### src/rtl/rhcc_pkg.sv
package rhcc_pkg;

	// Field widths.
	localparam int CH_W   = 8;
	localparam int HUE_W  = 13;
	localparam int SAT_W  = 8;
	localparam int GRP_W  = 4;

	// Hue numerator is N = 960*diff + base*delta, below 5760*256.
	localparam int HNUM_W = 21;
	// Saturation dividend is delta*255.
	localparam int SNUM_W = 16;
	// Scaled values used by the class tests (100*255 fits).
	localparam int SCL_W  = 16;

	// One restoring step per hue quotient bit.
	localparam int DIV_STAGES = HUE_W;

	// Hue sector weights in sixteenths of a degree per unit of delta.
	localparam int HUE_STEP       = 960;
	localparam int HUE_GREEN_BASE = 1920;
	localparam int HUE_BLUE_BASE  = 3840;
	localparam int HUE_WRAP       = 5760;
	localparam logic [HUE_W-1:0] HUE_FULL = HUE_W'(HUE_WRAP);

	// Class thresholds on value and saturation, scaled by 100.
	localparam int PCT         = 100;
	localparam int VAL_DARK    = 4590;
	localparam int SAT_GRAY    = 16;
	localparam int VAL_WHITE   = 19890;
	localparam int SAT_BROWN   = 55;
	localparam int VAL_BROWN   = 15810;
	// Largest brightness that still counts as black.
	localparam logic [CH_W-1:0] DARK_MAX = CH_W'((VAL_DARK - 1) / PCT);

	// Hue band edges in sixteenths of a degree.
	localparam logic [HUE_W-1:0] H_BROWN_LO = HUE_W'(20 * 16);
	localparam logic [HUE_W-1:0] H_BROWN_HI = HUE_W'(50 * 16);
	localparam logic [HUE_W-1:0] H_RED_LO   = HUE_W'(15 * 16);
	localparam logic [HUE_W-1:0] H_RED_HI   = HUE_W'(345 * 16);
	localparam logic [HUE_W-1:0] H_ORANGE   = HUE_W'(42 * 16);
	localparam logic [HUE_W-1:0] H_YELLOW   = HUE_W'(68 * 16);
	localparam logic [HUE_W-1:0] H_LIME     = HUE_W'(92 * 16);
	localparam logic [HUE_W-1:0] H_GREEN    = HUE_W'(155 * 16);
	localparam logic [HUE_W-1:0] H_CYAN     = HUE_W'(195 * 16);
	localparam logic [HUE_W-1:0] H_BLUE     = HUE_W'(250 * 16);
	localparam logic [HUE_W-1:0] H_PURPLE   = HUE_W'(292 * 16);

	// Color class codes.
	typedef enum logic [GRP_W-1:0] {
		GRP_BLACK  = 4'd0,
		GRP_WHITE  = 4'd1,
		GRP_GRAY   = 4'd2,
		GRP_BROWN  = 4'd3,
		GRP_RED    = 4'd4,
		GRP_ORANGE = 4'd5,
		GRP_YELLOW = 4'd6,
		GRP_LIME   = 4'd7,
		GRP_GREEN  = 4'd8,
		GRP_CYAN   = 4'd9,
		GRP_BLUE   = 4'd10,
		GRP_PURPLE = 4'd11,
		GRP_PINK   = 4'd12
	} group_t;

	// Channel that holds the maximum.
	typedef enum logic [1:0] {
		SEC_RED,
		SEC_GREEN,
		SEC_BLUE
	} sector_t;

	// Class decisions that do not need the hue.
	typedef struct packed {
		logic dark;
		logic low_sat;
		logic bright;
		logic brown_sv;
		logic grey;
		logic mx_zero;
	} class_flags_t;

	// Front end result handed to the dividers.
	typedef struct packed {
		logic [HNUM_W-1:0] num;
		logic [CH_W-1:0]   dl;
		logic [SNUM_W-1:0] sdividend;
		logic [CH_W-1:0]   mx;
		class_flags_t      flags;
	} front_t;

	// State of both dividers in one stage.
	typedef struct packed {
		logic [HNUM_W-1:0] hrem;
		logic [CH_W-1:0]   hdiv;
		logic [HUE_W-1:0]  hq;
		logic [SNUM_W-1:0] srem;
		logic [CH_W-1:0]   sdiv;
		logic [SAT_W-1:0]  sq;
		logic [CH_W-1:0]   mx;
		class_flags_t      flags;
	} div_t;

endpackage

### src/rtl/rhcc_front.sv
module rhcc_front (
	input  logic                      clk,
	input  logic                      arst_n,
	input  logic                      advance,
	input  logic                      in_valid,
	input  logic [rhcc_pkg::CH_W-1:0] red,
	input  logic [rhcc_pkg::CH_W-1:0] green,
	input  logic [rhcc_pkg::CH_W-1:0] blue,
	output logic                      fr_valid,
	output rhcc_pkg::front_t          fr
);
	import rhcc_pkg::*;

	logic [CH_W-1:0] mx_c;
	logic [CH_W-1:0] mn_c;
	logic [CH_W-1:0] mag_c;
	sector_t         sec_c;
	logic            neg_c;

	logic            vld_s1;
	logic [CH_W-1:0] mx_s1;
	logic [CH_W-1:0] dl_s1;
	logic [CH_W-1:0] mag_s1;
	sector_t         sec_s1;
	logic            neg_s1;

	logic [HNUM_W-1:0] base_c;
	logic [HNUM_W-1:0] ofs_c;
	logic [SCL_W-1:0]  mx100_c;
	logic [SCL_W-1:0]  dl100_c;
	front_t            fr_c;

	logic   vld_s2;
	front_t fr_s2;

	// Find max and min; ties give the sector to red, then green.
	always_comb begin
		mx_c = red;
		if (green > mx_c) mx_c = green;
		if (blue > mx_c) mx_c = blue;
		mn_c = red;
		if (green < mn_c) mn_c = green;
		if (blue < mn_c) mn_c = blue;
		if (mx_c == red) begin
			sec_c = SEC_RED;
			neg_c = green < blue;
			mag_c = neg_c ? blue - green : green - blue;
		end else if (mx_c == green) begin
			sec_c = SEC_GREEN;
			neg_c = blue < red;
			mag_c = neg_c ? red - blue : blue - red;
		end else begin
			sec_c = SEC_BLUE;
			neg_c = red < green;
			mag_c = neg_c ? green - red : red - green;
		end
	end

	// Stage 1 valid.
	always_ff @(posedge clk or negedge arst_n) begin
		if (!arst_n) begin
			vld_s1 <= 1'b0;
		end else if (advance) begin
			vld_s1 <= in_valid;
		end
	end

	// Stage 1 payload.
	always_ff @(posedge clk) begin
		if (advance) begin
			mx_s1  <= mx_c;
			dl_s1  <= mx_c - mn_c;
			mag_s1 <= mag_c;
			sec_s1 <= sec_c;
			neg_s1 <= neg_c;
		end
	end

	// Hue numerator, saturation dividend and the hue-free class tests.
	always_comb begin
		unique case (sec_s1)
			SEC_RED:   base_c = neg_s1 ? HNUM_W'(dl_s1) * HNUM_W'(HUE_WRAP) : '0;
			SEC_GREEN: base_c = HNUM_W'(dl_s1) * HNUM_W'(HUE_GREEN_BASE);
			SEC_BLUE:  base_c = HNUM_W'(dl_s1) * HNUM_W'(HUE_BLUE_BASE);
			default:   base_c = '0;
		endcase
		ofs_c   = HNUM_W'(mag_s1) * HNUM_W'(HUE_STEP);
		mx100_c = SCL_W'(mx_s1) * SCL_W'(PCT);
		dl100_c = SCL_W'(dl_s1) * SCL_W'(PCT);

		fr_c.num       = neg_s1 ? base_c - ofs_c : base_c + ofs_c;
		fr_c.dl        = dl_s1;
		fr_c.sdividend = (SNUM_W'(dl_s1) << CH_W) - SNUM_W'(dl_s1);
		fr_c.mx        = mx_s1;

		fr_c.flags.dark     = mx100_c < SCL_W'(VAL_DARK);
		fr_c.flags.low_sat  = dl100_c < SCL_W'(mx_s1) * SCL_W'(SAT_GRAY);
		fr_c.flags.bright   = mx100_c > SCL_W'(VAL_WHITE);
		fr_c.flags.brown_sv = (dl100_c < SCL_W'(mx_s1) * SCL_W'(SAT_BROWN))
			&& (mx100_c < SCL_W'(VAL_BROWN));
		fr_c.flags.grey     = dl_s1 == '0;
		fr_c.flags.mx_zero  = mx_s1 == '0;
	end

	// Stage 2 valid.
	always_ff @(posedge clk or negedge arst_n) begin
		if (!arst_n) begin
			vld_s2 <= 1'b0;
		end else if (advance) begin
			vld_s2 <= vld_s1;
		end
	end

	// Stage 2 payload.
	always_ff @(posedge clk) begin
		if (advance) begin
			fr_s2 <= fr_c;
		end
	end

	assign fr_valid = vld_s2;
	assign fr       = fr_s2;

endmodule

### src/rtl/rhcc_divider.sv
module rhcc_divider (
	input  logic             clk,
	input  logic             arst_n,
	input  logic             advance,
	input  logic             fr_valid,
	input  rhcc_pkg::front_t fr,
	output logic             dv_valid,
	output rhcc_pkg::div_t   dv
);
	import rhcc_pkg::*;

	div_t prev [DIV_STAGES];
	div_t nxt  [DIV_STAGES];
	div_t div_s [DIV_STAGES];
	logic div_vld_s [DIV_STAGES];

	// The first step starts from the front end result.
	always_comb begin
		prev[0].hrem  = fr.num;
		prev[0].hdiv  = fr.dl;
		prev[0].hq    = '0;
		prev[0].srem  = fr.sdividend;
		prev[0].sdiv  = fr.mx;
		prev[0].sq    = '0;
		prev[0].mx    = fr.mx;
		prev[0].flags = fr.flags;
	end

	// Each stage settles one hue quotient bit, and one saturation bit in the low stages.
	for (genvar j = 0; j < DIV_STAGES; j++) begin : g_stage
		localparam int K = DIV_STAGES - 1 - j;

		logic [HNUM_W-1:0] hsh;
		logic [SNUM_W-1:0] nsrem;
		logic [SAT_W-1:0]  nsq;

		if (j > 0) begin : g_link
			assign prev[j] = div_s[j-1];
		end

		if (K < SAT_W) begin : g_sat
			logic [SNUM_W-1:0] ssh;
			assign ssh = SNUM_W'(prev[j].sdiv) << K;
			always_comb begin
				nsrem = prev[j].srem;
				nsq   = prev[j].sq;
				if (prev[j].srem >= ssh) begin
					nsrem  = prev[j].srem - ssh;
					nsq[K] = 1'b1;
				end
			end
		end else begin : g_nosat
			assign nsrem = prev[j].srem;
			assign nsq   = prev[j].sq;
		end

		assign hsh = HNUM_W'(prev[j].hdiv) << K;

		// Restoring step on the hue numerator.
		always_comb begin
			nxt[j]      = prev[j];
			nxt[j].srem = nsrem;
			nxt[j].sq   = nsq;
			if (prev[j].hrem >= hsh) begin
				nxt[j].hrem  = prev[j].hrem - hsh;
				nxt[j].hq[K] = 1'b1;
			end
		end

		// Valid bit of this stage.
		always_ff @(posedge clk or negedge arst_n) begin
			if (!arst_n) begin
				div_vld_s[j] <= 1'b0;
			end else if (advance) begin
				div_vld_s[j] <= (j == 0) ? fr_valid : div_vld_s[(j > 0) ? j - 1 : 0];
			end
		end

		// Payload of this stage.
		always_ff @(posedge clk) begin
			if (advance) begin
				div_s[j] <= nxt[j];
			end
		end
	end

	assign dv_valid = div_vld_s[DIV_STAGES-1];
	assign dv       = div_s[DIV_STAGES-1];

	// A colored pixel yields a hue below one full turn.
	a_hue_range: assert property (@(posedge clk) disable iff (!arst_n)
		dv_valid && !dv.flags.grey |-> dv.hq < HUE_FULL)
		else $error("hue quotient out of range");

	// The hue division leaves a remainder below the divisor.
	a_hue_rem: assert property (@(posedge clk) disable iff (!arst_n)
		dv_valid && !dv.flags.grey |-> dv.hrem < HNUM_W'(dv.hdiv))
		else $error("hue remainder not below delta");

	// The saturation division leaves a remainder below the divisor.
	a_sat_rem: assert property (@(posedge clk) disable iff (!arst_n)
		dv_valid && !dv.flags.mx_zero |-> dv.srem < SNUM_W'(dv.sdiv))
		else $error("saturation remainder not below max");

	// A held pipeline keeps its last valid bit.
	a_hold: assert property (@(posedge clk) disable iff (!arst_n)
		!advance |=> dv_valid == $past(dv_valid))
		else $error("divider valid moved while held");

endmodule

### src/rtl/rhcc_class.sv
module rhcc_class (
	input  logic                       clk,
	input  logic                       arst_n,
	input  logic                       advance,
	input  logic                       dv_valid,
	input  rhcc_pkg::div_t             dv,
	output logic                       out_valid,
	output logic [rhcc_pkg::HUE_W-1:0] hue_sixteenths,
	output logic [rhcc_pkg::SAT_W-1:0] saturation,
	output logic [rhcc_pkg::CH_W-1:0]  brightness,
	output logic [rhcc_pkg::GRP_W-1:0] color_group
);
	import rhcc_pkg::*;

	logic [HUE_W-1:0] hue_c;
	logic [SAT_W-1:0] sat_c;
	group_t           grp_c;

	logic             out_valid_q;
	logic [HUE_W-1:0] hue_q;
	logic [SAT_W-1:0] sat_q;
	logic [CH_W-1:0]  bri_q;
	group_t           grp_q;

	// Grey pixels have no hue; pixels with a zero maximum have no saturation.
	assign hue_c = dv.flags.grey ? '0 : dv.hq;
	assign sat_c = dv.flags.mx_zero ? '0 : dv.sq;

	// Class decision: value and saturation first, then the hue bands.
	always_comb begin
		priority if (dv.flags.dark) begin
			grp_c = GRP_BLACK;
		end else if (dv.flags.low_sat) begin
			grp_c = dv.flags.bright ? GRP_WHITE : GRP_GRAY;
		end else if (dv.flags.brown_sv && hue_c >= H_BROWN_LO && hue_c < H_BROWN_HI) begin
			grp_c = GRP_BROWN;
		end else if (hue_c < H_RED_LO || hue_c >= H_RED_HI) begin
			grp_c = GRP_RED;
		end else if (hue_c < H_ORANGE) begin
			grp_c = GRP_ORANGE;
		end else if (hue_c < H_YELLOW) begin
			grp_c = GRP_YELLOW;
		end else if (hue_c < H_LIME) begin
			grp_c = GRP_LIME;
		end else if (hue_c < H_GREEN) begin
			grp_c = GRP_GREEN;
		end else if (hue_c < H_CYAN) begin
			grp_c = GRP_CYAN;
		end else if (hue_c < H_BLUE) begin
			grp_c = GRP_BLUE;
		end else if (hue_c < H_PURPLE) begin
			grp_c = GRP_PURPLE;
		end else begin
			grp_c = GRP_PINK;
		end
	end

	// Output register valid.
	always_ff @(posedge clk or negedge arst_n) begin
		if (!arst_n) begin
			out_valid_q <= 1'b0;
		end else if (advance) begin
			out_valid_q <= dv_valid;
		end
	end

	// Output register payload.
	always_ff @(posedge clk) begin
		if (advance) begin
			hue_q <= hue_c;
			sat_q <= sat_c;
			bri_q <= dv.mx;
			grp_q <= grp_c;
		end
	end

	assign out_valid      = out_valid_q;
	assign hue_sixteenths = hue_q;
	assign saturation     = sat_q;
	assign brightness     = bri_q;
	assign color_group    = grp_q;

	// Black is only ever reported for a dark pixel.
	a_black_dark: assert property (@(posedge clk) disable iff (!arst_n)
		out_valid && grp_q == GRP_BLACK |-> bri_q <= DARK_MAX)
		else $error("black class on a bright pixel");

endmodule

### src/rtl/rgb_to_hsv_color_classifier.sv
// RGB to HSV converter with color classifier.
// Input channel: in_valid / in_stall carry one pixel (red, green, blue) per
// transfer. Output channel: out_valid / out_stall carry hue_sixteenths,
// saturation, brightness and color_group for each pixel, in input order.
// Throughput is one pixel per clock while the output is taken.
// The path from input transfer to out_valid passes two front-end
// stages (max/min, then hue numerator and class tests), thirteen restoring
// divider stages that produce one hue quotient bit each (saturation bits
// ride in the last eight), and the output register.
// When out_valid is high and out_stall is asserted, the whole pipeline
// holds and in_stall is raised in the same cycle; nothing is dropped or
// repeated, and transfers resume as soon as out_stall falls.
// Reset (arst_n low) clears all valid bits at once; the block can take a
// pixel as soon as reset is released.
module rgb_to_hsv_color_classifier (
	input  logic                       clk,
	input  logic                       arst_n,
	input  logic                       in_valid,
	output logic                       in_stall,
	input  logic [rhcc_pkg::CH_W-1:0]  red,
	input  logic [rhcc_pkg::CH_W-1:0]  green,
	input  logic [rhcc_pkg::CH_W-1:0]  blue,
	output logic                       out_valid,
	input  logic                       out_stall,
	output logic [rhcc_pkg::HUE_W-1:0] hue_sixteenths,
	output logic [rhcc_pkg::SAT_W-1:0] saturation,
	output logic [rhcc_pkg::CH_W-1:0]  brightness,
	output logic [rhcc_pkg::GRP_W-1:0] color_group
);
	import rhcc_pkg::*;

	logic   advance;
	logic   fr_valid;
	front_t fr;
	logic   dv_valid;
	div_t   dv;

	// The pipeline moves unless a result waits on a stalled output.
	assign advance  = !(out_valid && out_stall);
	assign in_stall = !advance;

	// Max, min, hue numerator and class tests.
	rhcc_front u_front (
		.clk      (clk),
		.arst_n   (arst_n),
		.advance  (advance),
		.in_valid (in_valid),
		.red      (red),
		.green    (green),
		.blue     (blue),
		.fr_valid (fr_valid),
		.fr       (fr)
	);

	// Hue and saturation division.
	rhcc_divider u_divider (
		.clk      (clk),
		.arst_n   (arst_n),
		.advance  (advance),
		.fr_valid (fr_valid),
		.fr       (fr),
		.dv_valid (dv_valid),
		.dv       (dv)
	);

	// Final classification and output register.
	rhcc_class u_class (
		.clk            (clk),
		.arst_n         (arst_n),
		.advance        (advance),
		.dv_valid       (dv_valid),
		.dv             (dv),
		.out_valid      (out_valid),
		.hue_sixteenths (hue_sixteenths),
		.saturation     (saturation),
		.brightness     (brightness),
		.color_group    (color_group)
	);

endmodule
### config.mk
export PLATFORM = sky130hd
export DESIGN_NAME = rgb_to_hsv_color_classifier
export DESIGN_NICKNAME = d
export VERILOG_FILES = /design/src/rtl/rhcc_pkg.sv /design/src/rtl/rhcc_front.sv /design/src/rtl/rhcc_divider.sv /design/src/rtl/rhcc_class.sv /design/src/rtl/rgb_to_hsv_color_classifier.sv
export SDC_FILE = /design/constraint.sdc
export NUM_CORES = 2
export LEC_CHECK = 0
export BUFFER_PORTS_ARGS = -buffer_cell sky130_fd_sc_hd__buf_4
export CAP_MARGIN = 20
export CORE_MARGIN = 2
export CORE_UTILIZATION = 60
export CTS_BUF_LIST = sky130_fd_sc_hd__clkbuf_16
export CTS_CLUSTER_DIAMETER = 60
export DETAILED_ROUTE_END_ITERATION = 7
export GPL_TIMING_DRIVEN = 1
export PLACE_DENSITY = 0.81
export SYNTH_ARGS = -nofsm -noshare
export SYNTH_HDL_FRONTEND = slang
export SYNTH_SLANG_ARGS = --single-unit
### constraint.sdc
create_clock -name clk -period 39.1 [get_ports clk]
set_input_delay 0 -clock clk [delete_from_list [all_inputs] [get_ports clk]]
set_output_delay 0 -clock clk [all_outputs]
set_load 0.01 [all_outputs]
==> impl_metrics.py <==
metrics = {
    "status": {
        "outcome": "finished clean",
    },
    "grt": {
        "grt.overflow.total": 0,
        "grt_pass1_vias": 29163,
        "grtUsageTotal_pct": 21.77,
        "grt_pass1_wl_microns": 143500,
        "grt_antenna_before_repair": 0,
        "grt_start_max_net_pins": 206,
    },
    "sta": {
        "min_period_over_period_pct": 14.16,
        "maxSlewViolCount": 0,
        "rsz0062_at_grt": "no",
        "fin_skew_ps": 38.20,
        "min_period_ps": 5535,
        "finalSetupViolCount": 0,
        "worst_slew_pin_slew_ps": 1190,
        "clock.fmax_mhz": 180.7,
        "finalHoldViolations": 0,
        "max_slew_margin_pct": 20.64,
        "fin_setup_tns_ps": 0,
    },
    "clock_network": {
        "ctsHtreeMaxLevel": 3,
        "clock_path_buffers": 3,
        "post_cts_buffers": 0,
        "numClockSinks": 908,
        "root_buffer": "clkbuf_16",
        "clkTransAtPathRegs_ps": 50,
        "cts_inserted_buffers": 92,
        "insertion_delay_ps": 640,
        "cts_tree": "done",
        "cts_resized": 0,
    },
    "drt": {
        "num_vias": 28753,
        "drt_pass1_iterations": 6,
        "viasPerCell": 5.630,
        "drt_wl_total_microns": 88010,
        "drt_iter0_drc": 1830,
        "wl_per_cell_microns": 17.23,
        "drc": 0,
        "postRouteAntennaNets": 0,
    },
    "die": {
        "ioPinCount": 63,
        "start_util_pct": 60.52,
        "die_h_microns": 286.3,
        "die-area_sq_um": 81960,
        "core_sq_um": 79000,
        "num_rows": 103,
        "die_w_microns": 286.3,
    },
    "layout": {
        "final_layout_size_suffix_gt1_share_pct": 6.704,
        "fin_cells": 5107,
        "num_antenna_cells": 0,
        "fillers": 5387,
        "multi_input_area_sq_um": 18740,
        "area.sequential_sq_um": 27190,
        "final_nets": 4500,
        "syn_to_final_growth_pct": 10.49,
    },
    "setup_path": {
        "setup.worst_path.start_class": "input pin",
        "end_kind": "flip-flop",
        "cp_max_fo": 18,
        "crit_arrival_ps": 5890,
        "r2r_setup_slack_ps": 33640,
        "worst_path_max_delay_cell": "dlygate4sd3_1",
        "slowest_delay_ps": 540,
        "crit_type": "input pin to flip-flop",
        "required_ps": 39460,
    },
    "synth": {
        "synthFlopType": "edfxtp_1",
        "syn_area_per_cell_sq_um": 12.43,
        "postSynth.asyncResetShare_pct": 1.762,
        "netlist_area_sq_um": 47810,
        "syn_inst": 3848,
        "syn_nets": 4368,
        "ys_warn_count": 0,
        "synthDistinctLibCells": 77,
        "seq_area_frac_synth_pct": 56.86,
        "synth_edf_count": 892,
        "synth-seq-cells": 908,
    },
    "place": {
        "gp_congestion": 0.8940,
        "port_buffers": 62,
        "place_hpwl_microns": 61310,
        "dp.cells": 4928,
    },
    "min_path": {
        "hold_class": "input pin to flip-flop",
    },
    "flow_run": {
        "cap_violations": 0,
    },
}
-- metal layers --
metal,up-vias,GRT usage [%],wire length (microns)
met2,606,41.33,46920
met1,13811,24.67,34900
met4,0,8.482,3308
li1,14104,-,-
met3,232,2.925,2885
met5,-,0,0
-- layout make-up --
type,count,share of cell area (%)
clock inverters,78,1.568
clock buffers,93,4.405
multi-input cells,2432,35.47
repair buffers,87,1.352
inverters,459,3.261
flip-flops and latches,908,51.46
well taps,1050,2.487
-- critical path: cells and delay by family --
| kind | cells | cell delay (ps) |
|---|---|---|
| xor+xnor | 2 | 240 |
| simple gates | 6 | 1150 |
| mux | 1 | 390 |
| buf+inv | 5 | 1250 |
| fa+ha+maj | 3 | 1060 |
| compound gates | 10 | 1810 |
-- final timing paths --
path	start	to	cells after the start
max	red[2]	u_front.dl_s1[7]	27
min	blue[4]	u_front.mx_s1[4]	3
max reg2reg	u_front.mx_s1[3]	u_front.fr[2]	22
min reg2reg	u_front.fr[19]	u_divider.div_s[0][35]	0
max in group asynchronous	arst_n	u_divider.div_vld_s[2]	3
min in group asynchronous	arst_n	u_front.fr_valid	3
-- state kept, by name, summed over array words and instances, names as in the netlist, 2 cells and up --
name                    flops
u_divider.div_s           780
u_class.brightness          8
u_class.hue_sixteenths     13
u_front.fr                 52
u_front.mx_s1               8
u_class.saturation          8
u_front.sec_s1              2
u_divider.div_vld_s        12
u_front.mag_s1              8
u_front.dl_s1               8
u_class.color_group         4
-- layout by cell type, fill, tap and decap left out, drive strengths merged, types with 19 or more instances in the layout --
master / synthesis / layout
ha: 407 / 407
clkbuf: 44 / 93
or4: 21 / 21
fa: 85 / 85
nand3: 45 / 45
mux2: 33 / 33
xor2: 123 / 123
xnor2: 147 / 147
mux2i: 30 / 30
a21boi: 37 / 37
a21o: 81 / 81
o31ai: 27 / 27
nand2b: 76 / 76
buf: 5 / 79
inv: 459 / 487
or3: 19 / 19
nor3: 63 / 63
edfxtp: 892 / 892
clkinv: 0 / 29
nor2b: 88 / 88
nor4: 34 / 34
o21ai: 200 / 200
nand4: 33 / 33
nor2: 260 / 260
nand2: 180 / 180
a21oi: 227 / 227
o21a: 22 / 22
-- cell usage after synthesis, types with 5 or more instances --
cell type  number  share of area (%)
o31ai_1        27               0.42
a21o_1         81                1.3
nand3_1        45               0.47
or4_1          19               0.30
nand4b_1        7               0.13
and2_1         10               0.13
nand2b_1       76               0.99
o21ai_1         9              0.094
a2111oi_0       6               0.11
nor3_1         60               0.63
or2_2           9               0.12
a211o_1         5              0.092
ha_1          407                 11
nor4_1         34               0.44
inv_1         459                3.6
dfrtp_1        16               0.84
fa_1           85                3.6
a221oi_1        7               0.13
o22ai_1         9               0.12
xnor2_1       147                2.7
edfxtp_1      892                 56
o21ai_0       191                2.0
nor2b_1        88                1.2
a21oi_1       227                2.4
mux2_2         31               0.73
nor3b_1         5              0.079
a21boi_0       34               0.53
o21bai_1       16               0.25
a211oi_1       13               0.20
nand4_1        33               0.43
nand3b_1       11               0.17
o21a_1         22               0.35
a22oi_1        10               0.16
nor2_1        260                2.0
nor4b_1         8               0.15
a31oi_1        15               0.20
clkbuf_1       44               0.35
nand2_1       180                1.4
xor2_1        123                2.3
or3_1          19               0.25
mux2i_1        30               0.63
-- per-stage QoR --
stage	util (%)	hold slack, ps	cell area [sq um]	setup slack [ps]
2_1_floorplan	-	-295.6	47810	10920
3_3_place_gp	62.76	-137.8	49580	32880
3_5_place_dp	62.78	-133.7	49590	33380
4_1_cts	66.87	10.07	52830	33680
5_1_grt	66.87	35.39	52830	33190
6_report	66.87	38.73	52830	33570
-- kinds of logic after synthesis --
family | after synthesis | share of synthesized area, %
AO/OA/AOI/OAI | 718 | 9.190
XOR/XNOR | 270 | 4.946
adder cells (fa/ha/maj) | 492 | 14.21
buffers and inverters | 508 | 3.996
flip-flops | 908 | 56.86
multiplexers | 63 | 1.405
AND/OR/NAND/NOR | 889 | 9.395
-- repair_timing --
| item | in CTS | in global routing |
|---|---|---|
| hold buffers | 8 | 0 |
| hold endpoints to repair | 22 | 0 |
| setup endpoints to repair | 0 | 0 |
Power is left out: the tool's default activity adds up to more than one toggle a clock period on the data nets, which glitch-free logic cannot reach.
